## config.mk

```make
export PLATFORM = sky130hd
export DESIGN_NAME = spts_mul32
export DESIGN_NICKNAME = d
export VERILOG_FILES = /design/src/spts_pkg.sv /design/src/spts_mul32.sv
export SDC_FILE = /design/constraint.sdc
export NUM_CORES = 2
export LEC_CHECK = 0
export ABC_AREA = 1
export BUFFER_PORTS_ARGS = -buffer_cell sky130_fd_sc_hd__buf_4
export CORE_ASPECT_RATIO = 2
export CORE_MARGIN = 3
export CORE_UTILIZATION = 55
export CTS_CLUSTER_DIAMETER = 200
export DETAILED_ROUTE_END_ITERATION = 10
export MAX_ROUTING_LAYER = met4
export PLACE_DENSITY = 0.75
export SLEW_MARGIN = 40
export SYNTH_ARGS = -nofsm -noshare
export SYNTH_HDL_FRONTEND = slang
export SYNTH_SLANG_ARGS = --single-unit
```

## constraint.sdc

```tcl
create_clock -name clk -period 5.6 [get_ports clk]
set_clock_uncertainty 0.05 [all_clocks]
set_input_delay 0.28 -clock clk [delete_from_list [all_inputs] [get_ports clk]]
set_output_delay 0.28 -clock clk [all_outputs]
set_load 0.02 [all_outputs]
```

## src/spts_pkg.sv

```systemverilog
`timescale 1ns / 1ps
package spts_pkg;

  // Operation codes carried in the mode field.
  typedef enum logic [2:0] {
    OP_ADD     = 3'd0,
    OP_REMOVE  = 3'd1,
    OP_REM_LOW = 3'd2,
    OP_SCALE   = 3'd3,
    OP_Q_COEF  = 3'd4,
    OP_Q_DEG   = 3'd5
  } op_t;

  // Result status codes.
  localparam logic [1:0] ST_DONE   = 2'd0;
  localparam logic [1:0] ST_REJECT = 2'd1;
  localparam logic [1:0] ST_FULL   = 2'd2;

  localparam int COEF_BITS = 64;
  localparam int HALF_BITS = 32;
  localparam int DEG_IN_BITS = 16;

  // Operand pair for the shared multiplier.
  typedef struct packed {
    logic [HALF_BITS-1:0] a;
    logic [HALF_BITS-1:0] b;
  } mul_req_t;

endpackage

```

## src/spts_mul32.sv

```systemverilog
`timescale 1ns / 1ps
// Shared 32 x 32 unsigned multiplier with a registered product.
module spts_mul32 (
  input  logic                    clk,
  input  spts_pkg::mul_req_t      req,
  output logic [2*spts_pkg::HALF_BITS-1:0] prod_r
);
  import spts_pkg::*;

  always_ff @(posedge clk) begin
    prod_r <= req.a * req.b;
  end

endmodule

```

-- After elaboration in Yosys (flattened, before gate mapping)
Index checks and enable logic that the tools add are counted.
- add/sub/neg operators: 0
- $mul: 1
- div/mod/pow operators: 0
- $lt $le $gt $ge: 0
- equal/unequal tests: 0
- shifts and indexed selects: 0
- muxes and demuxes: 0
- bitwise logic cells: 0
- reductions and logical operators: 0
- operators by type and width (operator ; number):
    32-bit by 32-bit multiplier with 64-bit output ; 1
- bits in registers: 64
- bits in latches: 0
- RAM bits: 0
- bits in read-only memories: 0
- input port bits: 65
- output and inout port bits: 64
- word-level logic and storage cells: 2
- memories kept: 0

-- Logic depth before layout (Yosys ltp)
- word-level depth: 1
- gate-level depth with buffers: 30
- mapped depth without buffers: 29

-- Worst setup path before layout
Ideal clock, no wire load.
- path kind: input to register
- start: in req[57] in the netlist's numbering
- end: reg prod_r[60] in the netlist's numbering
- setup time: 0.112 ns
- data arrival time: 5.982 ns
- required time: 5.438 ns
- setup slack: -0.544 ns
- cell stages on the path: 26
- path buffers: 1
- cell sequence: clkbuf_1 > nand2_1 > fa_1 > inv_1 > fa_1 > inv_1 > fa_1 > inv_1 > fa_1 > fa_1 > fa_1 > fa_1 > inv_1 > fa_1 > inv_1 > ha_1 > nand2_1 > nand2_1 > a21oi_1 > nand2_1 > nand2_1 > nand2_1 > a21oi_1 > nand2_1 > nand2_1 > nand2_1
- longest elaborated chain between the ends: 1
- ends and longest elaborated chain (element ; line ; text):
    start: declaration ; spts_mul32.sv:5 ; input spts_pkg::mul_req_t req,
    32-bit by 32-bit multiplier with 64-bit output ; spts_mul32.sv:11 ; prod_r <= req.a * req.b;
    end signal: assignment ; spts_mul32.sv:11 ;
    end: declaration ; spts_mul32.sv:6 ; output logic [2*spts_pkg::HALF_BITS-1:0] prod_r
Every way passes these cells.

-- Worst setup path in the final report
- start: in req[44] in the netlist's numbering
- end: reg prod_r[43] in the netlist's numbering
Same word-level chain as after synthesis.

==> flow_metrics.tcl <==
set metrics [dict create \
    layout_commonest_cell "inv_1" \
    io_pins 129 \
    violations "negative setup slack" \
    min_from "req[0]" \
    arrival_ns 6.39 \
    initial_utilization_pct 55.8 \
    worst_slew_pin_slew_ns 0.335 \
    clock_path_buffers 2 \
    ant_nets 0 \
    syn2layout_area_growth_pct 24.3 \
    holdPathEnd "prod_r[0]$_DFF_P_" \
    slowest_delay_ns 0.58 \
    fin_crit_ns 6.13 \
    htreeDepth 3 \
    critPathLaunchType "primary input" \
    fin_nets 6623 \
    stdcell_area_um2 46500 \
    setup_ws_ns -0.533 \
    period_share_pct 110 \
    slowest_stage "fa_1" \
    endpoint_kind "flip-flop" \
    rsz0062_at_grt "true" \
    slew_headroom_pct 77.5 \
    dr.pass1.iters 6 \
    finalHoldViolCount 0 \
    path_class "in2reg" \
    cts_hold_buffers 0 \
    syn-cell-area_um2 37400 \
    synth_top_area_share_pct 48.0 \
    drc 0 \
    avgSynthCellArea_um2 7.45 \
    grt_pass1_vias 35700 \
    grt_pass1_wl_um 184000 \
    ys_top_cells_by_area "fa_1, inv_1, nand2_1" \
    io_buffers 128 \
    placed_area_um2 42400 \
    maxCapViolCount 0 \
    ys.warnings.count 0 \
    top_register "prod_r" \
    setup_viol 50 \
    coreArea_um2 67100 \
    final_cell_mix "inv_1, nand2_1, fa_1, buf_4, ha_1" \
    largest_register_ff_count 64 \
    via_count 33000 \
    max_freq_mhz 163 \
    whs_path_depth 4 \
    place.gp.congestion 0.985 \
    synth_seq_cells 64 \
    fp.dieH_um 375 \
    worstPathRequired_ns 5.86 \
    root_buffer "clkbuf_16" \
    cts_sinks 64 \
    grt_usage_pct 34.7 \
    yosysTopAreaCell "fa_1" \
    syn_inst 5023 \
    dp_hpwl_um 96900 \
    cts_inserted_buffers 9 \
    critical_path.max_fanout 7 \
    finalWirelength_um 123000 \
    slew_violations 0 \
    syn_nets 6247 \
    drt_iter0_drc 2391 \
    rows 134 \
    ys_types 23 \
    dieArea_um2 71400 \
    ys_seq_area_share_pct 3.43 \
    drive_gt1_share_pct 22.9 \
    hold_slack_ns 0.432 \
    wl_per_cell_um 19.5 \
    hold_class "in2reg" \
    grt-ovfl-total 0 \
    viasPerCell 5.25 \
    die_w_um 190 \
    fin_util_pct 69.3 \
    antenna_found_initial 1 \
    setup-tns-final_ns -18.30 \
    status "finished, violations left" \
    clk_pin_slew_worst_paths_ns 0.07 \
    grt_max_degree 25 \
    reg.largest.list "prod_r x64" \
    cts_tree "built" \
]
-- critical path, delay by kind of cell --
kind | cells | cell delay (ns)
adder cells (fa/ha/maj) | 9 | 4.23
buffers and inverters | 8 | 0.99
AND/OR/NAND/NOR | 11 | 0.89
-- Yosys cell counts --
library cell  instances
nand3_2               9
nand2_1            1566
clkbuf_1            192
inv_2                12
nor2_2               14
dfxtp_1              64
nand2_2              15
nor2_4                6
nor3_4                1
o21bai_1             11
o21bai_2              1
nand3_1              56
nor3_2                6
ha_1                263
o21ai_0               2
fa_1                896
inv_1              1723
a21oi_1              43
xnor2_1               2
nor2_1               81
nand4_1              16
xor2_1               33
nor3_1               11
-- how the worst max path moves through the flow --
stage,endpoint,from,cells after the start,slack [ns]
after floorplan,prod_r[51]$_DFF_P_,req[37],25,-0.23
after global placement,prod_r[55]$_DFF_P_,req[2],25,-1.01
after detailed placement,prod_r[60]$_DFF_P_,req[8],26,-1.05
after CTS,prod_r[55]$_DFF_P_,req[44],25,-0.44
after global routing,prod_r[51]$_DFF_P_,req[43],27,-0.67
final,prod_r[43]$_DFF_P_,req[44],28,-0.53
-- kinds of logic after synthesis --
family	count (synthesis)	share of synthesized area [%]
AO/OA/AOI/OAI	57	0.853
XOR/XNOR	35	0.820
adder cells (fa/ha/maj)	1159	56.8
buffers and inverters	1927	19.3
flip-flops	64	3.43
AND/OR/NAND/NOR	1781	18.8
-- stage by stage --
stage	setup WS (ns)	cells
2_1_floorplan	-0.229	5023
3_3_place_gp	-1.01	6192
3_5_place_dp	-1.05	6192
4_1_cts	-0.435	6252
5_1_grt	-0.671	6289
6_report	-0.533	6289
-- per-layer routing --
metal	GRT usage (%)	share of wire, %
met5	-	0
met4	24.9	11
met3	4.70	7.1
met2	60.4	51
met1	35.4	31
-- area by class of cell --
cell class,count,area [um^2]
Clock buffer,10,239
Timing Repair Buffer,557,5710
Multi-Input combinational cell,3032,31500
Clock inverter,6,92.6
Antenna cell,1,2.50
Sequential cell,64,1280
Fill cell,5020,20600
Tap cell,884,1110
Inverter,1735,6530
-- timing repair --
item / in CTS / in global routing
setup buffers: 44 / 32
setup endpoints to repair: 54 / 54
pin swaps: 212 / 245
resized for setup: 474 / 366
cloned: 2 / 4
Power is left out: the tool's default activity adds up to more than one toggle a clock period on the data nets, which glitch-free logic cannot reach.
